## src/rtl/core/vfpq_pkg.sv

```systemverilog
`timescale 1ns / 1ps

package vfpq_pkg;

   localparam int PTS_W      = 48;
   localparam int HANDLE_W   = 16;
   localparam int CFG_W      = 5;
   localparam int CSR_ADDR_W = 3;
   localparam int CSR_DATA_W = 32;

   localparam logic [CFG_W-1:0] START_FILL_RESET  = 5'd5;
   localparam logic [CFG_W-1:0] READY_LIMIT_RESET = 5'd10;

   // register index, taken from paddr[2]
   localparam logic [0:0] CSR_START_FILL  = 1'b0;
   localparam logic [0:0] CSR_READY_LIMIT = 1'b1;

   typedef enum logic [1:0] {
      CMD_PUSH  = 2'd0,
      CMD_QUERY = 2'd1,
      CMD_PLAY  = 2'd2,
      CMD_PAUSE = 2'd3
   } cmd_type;

   typedef enum logic [1:0] {
      MODE_IDLE      = 2'd0,
      MODE_BUFFERING = 2'd1,
      MODE_PLAYING   = 2'd2,
      MODE_PAUSED    = 2'd3
   } mode_type;

   typedef struct packed {
      cmd_type             cmd;
      logic [PTS_W-1:0]    frame_pts;
      logic [HANDLE_W-1:0] frame_handle;
      logic [PTS_W-1:0]    now_time;
      logic                source_ended;
   } req_type;

   typedef struct packed {
      logic                shown_valid;
      logic [HANDLE_W-1:0] shown_handle;
      logic [PTS_W-1:0]    shown_pts;
      logic [CFG_W-1:0]    fill_count;
      logic                accept_ready;
      logic [1:0]          play_mode;
      logic                resume_request;
      logic                suspend_request;
      logic                push_dropped;
   } rsp_type;

   typedef struct packed {
      logic [PTS_W-1:0]    pts;
      logic [HANDLE_W-1:0] handle;
   } entry_type;

   typedef struct packed {
      logic [CFG_W-1:0] start_fill;
      logic [CFG_W-1:0] ready_limit;
   } cfg_type;

endpackage

```

## src/rtl/core/vfpq_store.sv

```systemverilog
`timescale 1ns / 1ps

// Frame store: one write port, one read port, registered read data.
module vfpq_store
   import vfpq_pkg::*;
#(
   parameter int QUEUE_DEPTH = 16
) (
   input  logic                           clock,
   input  logic                           wr_en,
   input  logic [$clog2(QUEUE_DEPTH)-1:0] wr_addr,
   input  entry_type                      wr_data,
   input  logic                           rd_en,
   input  logic [$clog2(QUEUE_DEPTH)-1:0] rd_addr,
   output entry_type                      rd_data
);

   entry_type mem_ff [QUEUE_DEPTH];
   entry_type rd_data_ff;

   always_ff @(posedge clock) begin
      if (wr_en) begin
         mem_ff[wr_addr] <= wr_data;
      end
   end

   always_ff @(posedge clock) begin
      if (rd_en) begin
         rd_data_ff <= mem_ff[rd_addr];
      end
   end

   assign rd_data = rd_data_ff;

endmodule

```

## src/rtl/core/vfpq_ctrl.sv

```systemverilog
`timescale 1ns / 1ps

// Queue sequencer: FIFO pointers, playback mode, head drop and minimum scan.
module vfpq_ctrl
   import vfpq_pkg::*;
#(
   parameter int QUEUE_DEPTH = 16
) (
   input  logic                           clock,
   input  logic                           reset,
   input  cfg_type                        cfg,
   input  logic                           req_valid,
   output logic                           req_ready,
   input  req_type                        req_data,
   input  logic                           out_free,
   output logic                           res_valid,
   output rsp_type                        res_data,
   output logic                           wr_en,
   output logic [$clog2(QUEUE_DEPTH)-1:0] wr_addr,
   output entry_type                      wr_data,
   output logic                           rd_en,
   output logic [$clog2(QUEUE_DEPTH)-1:0] rd_addr,
   input  entry_type                      rd_data
);

   localparam int IDX_W = $clog2(QUEUE_DEPTH);
   localparam int CNT_W = $clog2(QUEUE_DEPTH + 1);
   localparam int SUM_W = CNT_W + 1;
   localparam int CMP_W = (CNT_W > CFG_W) ? CNT_W : CFG_W;
   localparam logic [IDX_W-1:0] LAST_IDX  = IDX_W'(QUEUE_DEPTH - 1);
   localparam logic [CNT_W-1:0] DEPTH_CNT = CNT_W'(QUEUE_DEPTH);
   localparam logic [SUM_W-1:0] DEPTH_SUM = SUM_W'(QUEUE_DEPTH);

   typedef enum logic [3:0] {
      ST_IDLE = 4'b0001,
      ST_DROP = 4'b0010,
      ST_SCAN = 4'b0100,
      ST_DONE = 4'b1000
   } state_type;

   state_type        state_ff, state_in;
   logic [IDX_W-1:0] head_ff, head_in;
   logic [CNT_W-1:0] count_ff, count_in;
   mode_type         mode_ff, mode_in;
   logic [PTS_W-1:0] start_time_ff, start_time_in;
   logic             susp_ff, susp_in;
   logic [PTS_W-1:0] elapsed_ff, elapsed_in;
   logic             started_ff, started_in;
   logic             resume_ff, resume_in;
   entry_type        best_ff, best_in;
   logic [IDX_W-1:0] scan_addr_ff, scan_addr_in;
   logic [CNT_W-1:0] scan_left_ff, scan_left_in;
   logic             pend_ff, pend_in;

   logic [SUM_W-1:0] tail_sum;
   logic [IDX_W-1:0] tail_idx;
   logic [IDX_W-1:0] head_next;
   logic [IDX_W-1:0] scan_next;
   logic [PTS_W:0]   time_diff;
   logic             latch_start;
   logic [CMP_W-1:0] fill_ext;
   logic             shown_valid;
   entry_type        shown_entry;
   logic             dropped;
   logic             suspend;
   logic             resume_out;

   assign req_ready = (state_ff == ST_IDLE) && out_free;

   assign tail_sum  = SUM_W'(head_ff) + SUM_W'(count_ff);
   assign tail_idx  = (tail_sum >= DEPTH_SUM) ? IDX_W'(tail_sum - DEPTH_SUM) : IDX_W'(tail_sum);
   assign head_next = (head_ff == LAST_IDX) ? '0 : head_ff + 1'b1;
   assign scan_next = (scan_addr_ff == LAST_IDX) ? '0 : scan_addr_ff + 1'b1;

   // borrow out of the subtract means the clock has not reached the start time
   assign time_diff   = {1'b0, req_data.now_time} - {1'b0, start_time_ff};
   assign latch_start = (mode_ff == MODE_BUFFERING) && (count_ff != '0) &&
                        ((CMP_W'(count_ff) >= CMP_W'(cfg.start_fill)) || req_data.source_ended);

   always_comb begin
      state_in      = state_ff;
      head_in       = head_ff;
      count_in      = count_ff;
      mode_in       = mode_ff;
      start_time_in = start_time_ff;
      susp_in       = susp_ff;
      elapsed_in    = elapsed_ff;
      started_in    = started_ff;
      resume_in     = resume_ff;
      best_in       = best_ff;
      scan_addr_in  = scan_addr_ff;
      scan_left_in  = scan_left_ff;
      pend_in       = 1'b0;
      wr_en         = 1'b0;
      wr_addr       = tail_idx;
      wr_data       = '{pts: req_data.frame_pts, handle: req_data.frame_handle};
      rd_en         = 1'b0;
      rd_addr       = head_ff;
      res_valid     = 1'b0;
      shown_valid   = 1'b0;
      shown_entry   = '0;
      dropped       = 1'b0;
      suspend       = 1'b0;
      resume_out    = 1'b0;

      unique case (state_ff)
         ST_IDLE: begin
            if (req_valid && req_ready) begin
               unique case (req_data.cmd)
                  CMD_PUSH: begin
                     res_valid = 1'b1;
                     if (count_ff == DEPTH_CNT) begin
                        dropped = 1'b1;
                     end else begin
                        wr_en    = 1'b1;
                        count_in = count_ff + 1'b1;
                     end
                  end
                  CMD_PLAY: begin
                     res_valid = 1'b1;
                     mode_in   = MODE_BUFFERING;
                  end
                  CMD_PAUSE: begin
                     res_valid = 1'b1;
                     if (mode_ff == MODE_PLAYING) begin
                        suspend = 1'b1;
                        susp_in = 1'b1;
                        mode_in = MODE_PAUSED;
                     end
                  end
                  CMD_QUERY: begin
                     if ((count_ff != '0) && ((mode_ff == MODE_PLAYING) || latch_start)) begin
                        if (latch_start) begin
                           start_time_in = req_data.now_time;
                           mode_in       = MODE_PLAYING;
                        end
                        elapsed_in = latch_start ? '0 : time_diff[PTS_W-1:0];
                        started_in = latch_start || !time_diff[PTS_W];
                        resume_in  = 1'b0;
                        rd_en      = 1'b1;
                        rd_addr    = head_ff;
                        state_in   = ST_DROP;
                     end else begin
                        res_valid = 1'b1;
                     end
                  end
                  default: begin
                     res_valid = 1'b1;
                  end
               endcase
            end
         end
         ST_DROP: begin
            // head entry is on rd_data; drop it if elapsed, keeping one
            if (started_ff && (count_ff > CNT_W'(1)) && (rd_data.pts <= elapsed_ff)) begin
               head_in  = head_next;
               count_in = count_ff - 1'b1;
               if (susp_ff) begin
                  susp_in   = 1'b0;
                  resume_in = 1'b1;
               end
               rd_en   = 1'b1;
               rd_addr = head_next;
            end else begin
               best_in      = rd_data;
               scan_addr_in = head_next;
               scan_left_in = count_ff - 1'b1;
               state_in     = ST_SCAN;
            end
         end
         ST_SCAN: begin
            // strict compare: on equal timestamps the earlier slot stays
            if (pend_ff && (rd_data.pts < best_ff.pts)) begin
               best_in = rd_data;
            end
            if (scan_left_ff != '0) begin
               rd_en        = 1'b1;
               rd_addr      = scan_addr_ff;
               scan_addr_in = scan_next;
               scan_left_in = scan_left_ff - 1'b1;
               pend_in      = 1'b1;
            end else begin
               state_in = ST_DONE;
            end
         end
         ST_DONE: begin
            if (out_free) begin
               res_valid   = 1'b1;
               shown_valid = 1'b1;
               shown_entry = best_ff;
               resume_out  = resume_ff;
               state_in    = ST_IDLE;
            end
         end
         default: begin
            state_in = ST_IDLE;
         end
      endcase

      fill_ext                 = CMP_W'(count_in);
      res_data.shown_valid     = shown_valid;
      res_data.shown_handle    = shown_entry.handle;
      res_data.shown_pts       = shown_entry.pts;
      res_data.fill_count      = fill_ext[CFG_W-1:0];
      res_data.accept_ready    = fill_ext < CMP_W'(cfg.ready_limit);
      res_data.play_mode       = mode_in;
      res_data.resume_request  = resume_out;
      res_data.suspend_request = suspend;
      res_data.push_dropped    = dropped;
   end

   always_ff @(posedge clock) begin
      if (reset) begin
         state_ff      <= ST_IDLE;
         head_ff       <= '0;
         count_ff      <= '0;
         mode_ff       <= MODE_IDLE;
         start_time_ff <= '0;
         susp_ff       <= 1'b0;
         resume_ff     <= 1'b0;
         pend_ff       <= 1'b0;
      end else begin
         state_ff      <= state_in;
         head_ff       <= head_in;
         count_ff      <= count_in;
         mode_ff       <= mode_in;
         start_time_ff <= start_time_in;
         susp_ff       <= susp_in;
         resume_ff     <= resume_in;
         pend_ff       <= pend_in;
      end
   end

   always_ff @(posedge clock) begin
      elapsed_ff   <= elapsed_in;
      started_ff   <= started_in;
      best_ff      <= best_in;
      scan_addr_ff <= scan_addr_in;
      scan_left_ff <= scan_left_in;
   end

endmodule

```

## src/rtl/core/video_frame_presentation_queue.sv

```systemverilog
`timescale 1ns / 1ps

// Presentation queue for decoded frames (timestamp plus buffer handle) with a
// playback mode of idle, buffering, playing or paused. Every request gives
// exactly one response. Push, play and pause complete in the cycle they are
// accepted; the response sits in the output register the next cycle. A query
// that returns no frame is equally quick. A query that returns a frame takes
// longer, because the frame store has a single read port: elapsed head
// frames are retired one a cycle, then the remaining frames are read one a
// cycle to find the earliest timestamp. One request is in the sequencer at a
// time; a new request is taken only when the sequencer is idle and the
// response register is empty or is being read in the same cycle. start_fill
// and ready_limit live at byte addresses 0 and 4 of the csr_ port and should
// be written only while idle.
module video_frame_presentation_queue
   import vfpq_pkg::*;
#(
   parameter int QUEUE_DEPTH = 16
) (
   input  logic                  clock,
   input  logic                  reset,
   input  logic                  req_valid,
   output logic                  req_ready,
   input  req_type               req_data,
   output logic                  rsp_valid,
   input  logic                  rsp_ready,
   output rsp_type               rsp_data,
   input  logic                  csr_psel,
   input  logic                  csr_penable,
   input  logic                  csr_pwrite,
   input  logic [CSR_ADDR_W-1:0] csr_paddr,
   input  logic [CSR_DATA_W-1:0] csr_pwdata,
   output logic [CSR_DATA_W-1:0] csr_prdata,
   output logic                  csr_pready
);

   localparam int IDX_W = $clog2(QUEUE_DEPTH);

   // ---- configuration registers ----
   logic [CFG_W-1:0] start_fill_ff, start_fill_in;
   logic [CFG_W-1:0] ready_limit_ff, ready_limit_in;
   logic             csr_write;
   logic [0:0]       csr_index;
   cfg_type          cfg;

   assign csr_pready = 1'b1;
   assign csr_write  = csr_psel && csr_penable && csr_pwrite && csr_pready;
   assign csr_index  = csr_paddr[CSR_ADDR_W-1:2];

   always_comb begin
      start_fill_in  = start_fill_ff;
      ready_limit_in = ready_limit_ff;
      if (csr_write) begin
         unique case (csr_index)
            CSR_START_FILL:  start_fill_in  = csr_pwdata[CFG_W-1:0];
            CSR_READY_LIMIT: ready_limit_in = csr_pwdata[CFG_W-1:0];
            default: ;
         endcase
      end
   end

   always_comb begin
      unique case (csr_index)
         CSR_START_FILL:  csr_prdata = CSR_DATA_W'(start_fill_ff);
         CSR_READY_LIMIT: csr_prdata = CSR_DATA_W'(ready_limit_ff);
         default:         csr_prdata = '0;
      endcase
   end

   always_ff @(posedge clock) begin
      if (reset) begin
         start_fill_ff  <= START_FILL_RESET;
         ready_limit_ff <= READY_LIMIT_RESET;
      end else begin
         start_fill_ff  <= start_fill_in;
         ready_limit_ff <= ready_limit_in;
      end
   end

   assign cfg = '{start_fill: start_fill_ff, ready_limit: ready_limit_ff};

   // ---- sequencer and frame store ----
   logic             out_free;
   logic             res_valid;
   rsp_type          res_data;
   logic             wr_en;
   logic [IDX_W-1:0] wr_addr;
   entry_type        wr_data;
   logic             rd_en;
   logic [IDX_W-1:0] rd_addr;
   entry_type        rd_data;

   vfpq_ctrl #(
      .QUEUE_DEPTH (QUEUE_DEPTH)
   ) u_ctrl (
      .clock     (clock),
      .reset     (reset),
      .cfg       (cfg),
      .req_valid (req_valid),
      .req_ready (req_ready),
      .req_data  (req_data),
      .out_free  (out_free),
      .res_valid (res_valid),
      .res_data  (res_data),
      .wr_en     (wr_en),
      .wr_addr   (wr_addr),
      .wr_data   (wr_data),
      .rd_en     (rd_en),
      .rd_addr   (rd_addr),
      .rd_data   (rd_data)
   );

   vfpq_store #(
      .QUEUE_DEPTH (QUEUE_DEPTH)
   ) u_store (
      .clock   (clock),
      .wr_en   (wr_en),
      .wr_addr (wr_addr),
      .wr_data (wr_data),
      .rd_en   (rd_en),
      .rd_addr (rd_addr),
      .rd_data (rd_data)
   );

   // ---- response register ----
   // free when empty or being taken this cycle
   logic    rsp_valid_ff, rsp_valid_in;
   rsp_type rsp_data_ff;

   assign out_free     = !rsp_valid_ff || rsp_ready;
   assign rsp_valid_in = res_valid || (rsp_valid_ff && !rsp_ready);

   always_ff @(posedge clock) begin
      if (reset) begin
         rsp_valid_ff <= 1'b0;
      end else begin
         rsp_valid_ff <= rsp_valid_in;
      end
   end

   always_ff @(posedge clock) begin
      if (res_valid) begin
         rsp_data_ff <= res_data;
      end
   end

   assign rsp_valid = rsp_valid_ff;
   assign rsp_data  = rsp_data_ff;

   // ---- checks ----
   // non-query requests answer straight away
   assert property (@(posedge clock) disable iff (reset)
      (req_valid && req_ready && (req_data.cmd != CMD_QUERY)) |=> rsp_valid)
   else $error("push/play/pause response not registered");

   // no frame shown means zeroed frame fields
   assert property (@(posedge clock) disable iff (reset)
      (rsp_valid && !rsp_data.shown_valid) |->
         ((rsp_data.shown_pts == '0) && (rsp_data.shown_handle == '0)))
   else $error("frame fields set without a shown frame");

   // a suspend only comes with entry to paused
   assert property (@(posedge clock) disable iff (reset)
      (rsp_valid && rsp_data.suspend_request) |->
         ((rsp_data.play_mode == MODE_PAUSED) && !rsp_data.shown_valid))
   else $error("suspend outside pause");

   // frames are only shown while playing, and resume only accompanies a shown frame
   assert property (@(posedge clock) disable iff (reset)
      (rsp_valid && (rsp_data.shown_valid || rsp_data.resume_request)) |->
         ((rsp_data.play_mode == MODE_PLAYING) && rsp_data.shown_valid))
   else $error("frame or resume outside playing");

endmodule
```

## config.mk

```make
export PLATFORM = sky130hd
export DESIGN_NAME = video_frame_presentation_queue
export DESIGN_NICKNAME = d
export VERILOG_FILES = /design/src/rtl/core/vfpq_pkg.sv /design/src/rtl/core/vfpq_store.sv /design/src/rtl/core/vfpq_ctrl.sv /design/src/rtl/core/video_frame_presentation_queue.sv
export SDC_FILE = /design/constraint.sdc
export NUM_CORES = 2
export LEC_CHECK = 0
export ABC_AREA = 1
export BUFFER_PORTS_ARGS = -buffer_cell sky130_fd_sc_hd__buf_2
export CAP_MARGIN = 10
export CORE_UTILIZATION = 50
export DETAILED_ROUTE_END_ITERATION = 7
export GPL_TIMING_DRIVEN = 0
export HOLD_SLACK_MARGIN = 0.02
export PLACE_DENSITY_LB_ADDON = 0.1
export SLEW_MARGIN = 15
export SYNTH_ARGS = -nofsm -noshare
export SYNTH_HDL_FRONTEND = slang
export SYNTH_SLANG_ARGS = --single-unit
```

## constraint.sdc

```tcl
create_clock -name clock -period 21 [get_ports clock]
set_input_delay 3.15 -clock clock [delete_from_list [all_inputs] [get_ports clock]]
set_output_delay 3.15 -clock clock [all_outputs]
set_load 0.02 [all_outputs]
```

==> summary.md <==
| Metric | Value |
|---|---|
| Die span in x | 354.3 um |
| Commonest non-fill, non-tap cell in the layout | edfxtp_1 |
| Initial core utilization | 50.66% |
| I/O Buffers | 209 |
| Yosys reg bits | 1363 |
| Final setup margin | 13.92 ns |
| CTS tree | yes |
| Distinct cells, synth | 53 |
| Post-route DRC violation count | 0 |
| Final setup TNS | 0 ns |
| Yosys top cell area share | 62.22% |
| Clock Pin Slew Worst Setup and Hold Paths | 0.06 ns |
| Fin. Hold Viols | 0 |
| Total CTS buffers | 145 |
| Area leader, netlist | edfxtp_1 |
| Initial antenna violation count | 18 |
| Seq/Total Area, Yosys | 64.70% |
| Outcome | completed |
| CTS max path bufs | 3 |
| Post CTS Setup Buffer Count | 0 |
| Worst IR Drop VDD | 0.09467 mV |
| Relative slew slack | 21.19% |
| Ports | 268 |
| First-pass GRT wire length | 266600 um |
| Critical path launch point type | input pin |
| Wire length per cell | 22.70 um |
| Number of synthesized flops with an enable pin | 1286 |
| Worst-path cell chain | buf_2, clkbuf_1, nand2_1, o21ai_0, buf_2 |
| Total of max-cap violations | 0 |
| CTS H-tree lvls | 4 |
| Critical-path top delay cell | clkbuf_1 |
| FP Rows | 128 |
| FFs w/ async S/R, synth | 0% |
| Final nets | 6588 |
| Total track usage | 28.88% |
| Tightest Pin Transition | 1.182 ns |
| Delay-heaviest family, CP | buffers and inverters |
| Vias in the first global route | 41.65k |
| Fill count | 10.24k |
| Synth warn | 0 |
| Crit path max fanout | 10 |
| WL final | 181800 um |
| Setup violators final | 0 |
| Gp weighted congestion | 0.8900 |
| Final Cycle Share | 33.69% |
| Overflow after GRT | 0 |
| Multi-input gate area | 0.01735 mm^2 |
| Clock Root Buffer | clkbuf_16 |
| Final Critical Period | 7.076 ns |
| Most frequent cells in the layout | edfxtp_1 (1286), nand2_1 (1258), nand3_1 (1006), inv_1 (767), buf_2 (382) |
| Core ar. | 0.1225 mm^2 |
| Clock Latency Late Sink | 0.79 ns |
| Die area | 0.1255 mm^2 |
| Leakage | 28.58 nW |
| Dominant synthesized flop cell | edfxtp_1 |
| Pre-CTS WS | 13.93 ns |
| Syn avg cell area | 10.65 um^2 |
| PwrDens | 79.07 mW/mm^2 |
| FF/Latch Area | 0.04016 mm^2 |
| Clock sink count | 1363 |
| Iter 0 DRT Violations | 4728 |
| Final Slew Violations | 0 |
| Length of the first detailed-routing pass in iterations | 6 |
| RSZ-0062 raised after global routing | false |
| Share of post-route cells with drive strength above 1 | 12.31% |
| Hold Path Class | flop to flop |
| Top post-synthesis cells by area | edfxtp_1 (62%), nand3_1 (8.1%), nand2_1 (7.6%) |
| Worst path bufs/invs | 3 |
| Post-cts resize count | 0 |
| Slowest stage delay, CP | 0.31 ns |
| Layout area overhead | 14.63% |
| Most frequent cell on the critical path | buf_2 |
| Detailed-route via count | 43.81k |
| Hold_buf cts | 0 |
| Via density | 5.470 |
| Floorplan die height | 354.3 um |
| Worst Path Arrival | 3.93 ns |
| Crit path capture type | output pin |
| Worst EP required | 17.85 ns |
| Post-DRT Antenna Nets | 0 |
| Clock skew | 0.02051 ns |
| Critical path class | input pin to output pin |
| Hpwl dp | 127700 um |
| Fmax | 141.3 MHz |
| Mapped Cells | 5827 |
| Pin count of the biggest net entering global routing | 44 |
| Synth Cell Area | 0.06207 mm^2 |
[area by class of cell]
type | count | area share [%]
clock buffers | 189 | 5.510
repair buffers | 267 | 3.271
flip-flops and latches | 1363 | 56.44
clock inverters | 68 | 0.7544
multi-input cells | 3387 | 24.39
inverters | 778 | 4.105
well taps | 1625 | 2.858
diodes | 6 | 0.02110
plain buffers | 325 | 2.648
[path summary, 6_finish.rpt]
path	to	from	slack (ns)	cells after the start
worst max register to register	u_store.rd_data[63]	u_store.rd_data[55]	16.24	19
worst min-delay path	u_ctrl.best_ff[6]	u_store.rd_data[6]	0.42	0
worst min register to register	u_ctrl.best_ff[6]	u_store.rd_data[6]	0.42	0
worst max-delay path	csr_prdata[1]	csr_paddr[2]	13.92	5
[cells in the mapped netlist, types with 2 or more instances]
cell type and n:
inv_1 768, nand3b_1 192, nand2_4 4, buf_2 173, xnor2_1 9, o31ai_1 6, nor2_2 4, nor2_1 196
a21boi_0 5, o2111ai_1 3, nand4_1 17, edfxtp_1 1286, o31a_1 2, and3_1 2, nand2_1 1259, a31oi_1 20
dfxtp_1 77, o211ai_1 5, or2_2 2, ha_1 162, clkbuf_1 42, o21a_1 11, conb_1 2, nand3_1 1006
xor2_1 13, buf_1 12, inv_2 9, o21ai_1 30, o221ai_1 3, buf_6 19, o21ai_0 133, a21o_1 9
nand2_2 5, nor3_1 11, nor3_2 4, o22ai_1 2, a21oi_1 220, buf_4 78, a211oi_1 7, fa_1 2
nor4_1 4, o311ai_0 2
[per-stage QoR]
step           hold WS, ns  area, um^2  utilization, %  power, mW  std cells
6_report            0.4208       71150           58.07      5.626       8008
5_1_grt             0.4269       71140           58.06      5.768       8004
4_1_cts             0.4212       71130           58.06      5.653       8002
3_5_place_dp        0.4061       66680           54.42      3.232       7745
3_3_place_gp        0.4015       65240           53.25      3.230       7687
2_1_floorplan       0.4003       62160               -      3.144       5853
[logic make-up after synthesis]
| kind of cell | count (synthesis) | synth area share (%) |
|---|---|---|
| AO/OA/AOI/OAI | 464 | 4.056 |
| XOR/XNOR | 22 | 0.3105 |
| adder cells (fa/ha/maj) | 164 | 3.330 |
| buffers and inverters | 1103 | 7.739 |
| flip-flops | 1363 | 64.70 |
| multiplexers | 1 | 0.01613 |
| other | 2 | 0.01210 |
| AND/OR/NAND/NOR | 2708 | 19.83 |
[sequential cells by signal, indices dropped and copies added, names as in the netlist, 2 cells and up]
register,flops
u_store.mem_ff,1024
rsp_data,76
u_ctrl.best_ff,64
u_store.rd_data,64
u_ctrl.elapsed_ff,48
u_ctrl.start_time_ff,48
ready_limit_ff,5
start_fill_ff,5
u_ctrl.count_ff,5
u_ctrl.scan_left_ff,5
u_ctrl.head_ff,4
u_ctrl.scan_addr_ff,4
u_ctrl.state_ff,4
u_ctrl.mode_ff,2
[per-layer routing]
metal / up-vias / GRT usage, % / wire (um)
li1: 20728 / - / -
met1: 21010 / 39.63 / 76500
met2: 1756 / 46.58 / 85030
met3: 300 / 4.951 / 14610
met4: 12 / 9.922 / 5531
met5: - / 0 / 85
[power by group]
part	internal (mW)	total, mW	switching (mW)
logic	0.0558	0.187	0.131
clock network	1.38	2.45	1.07
registers	2.98	2.99	0.00477
(Power assumes the default switching activity.)
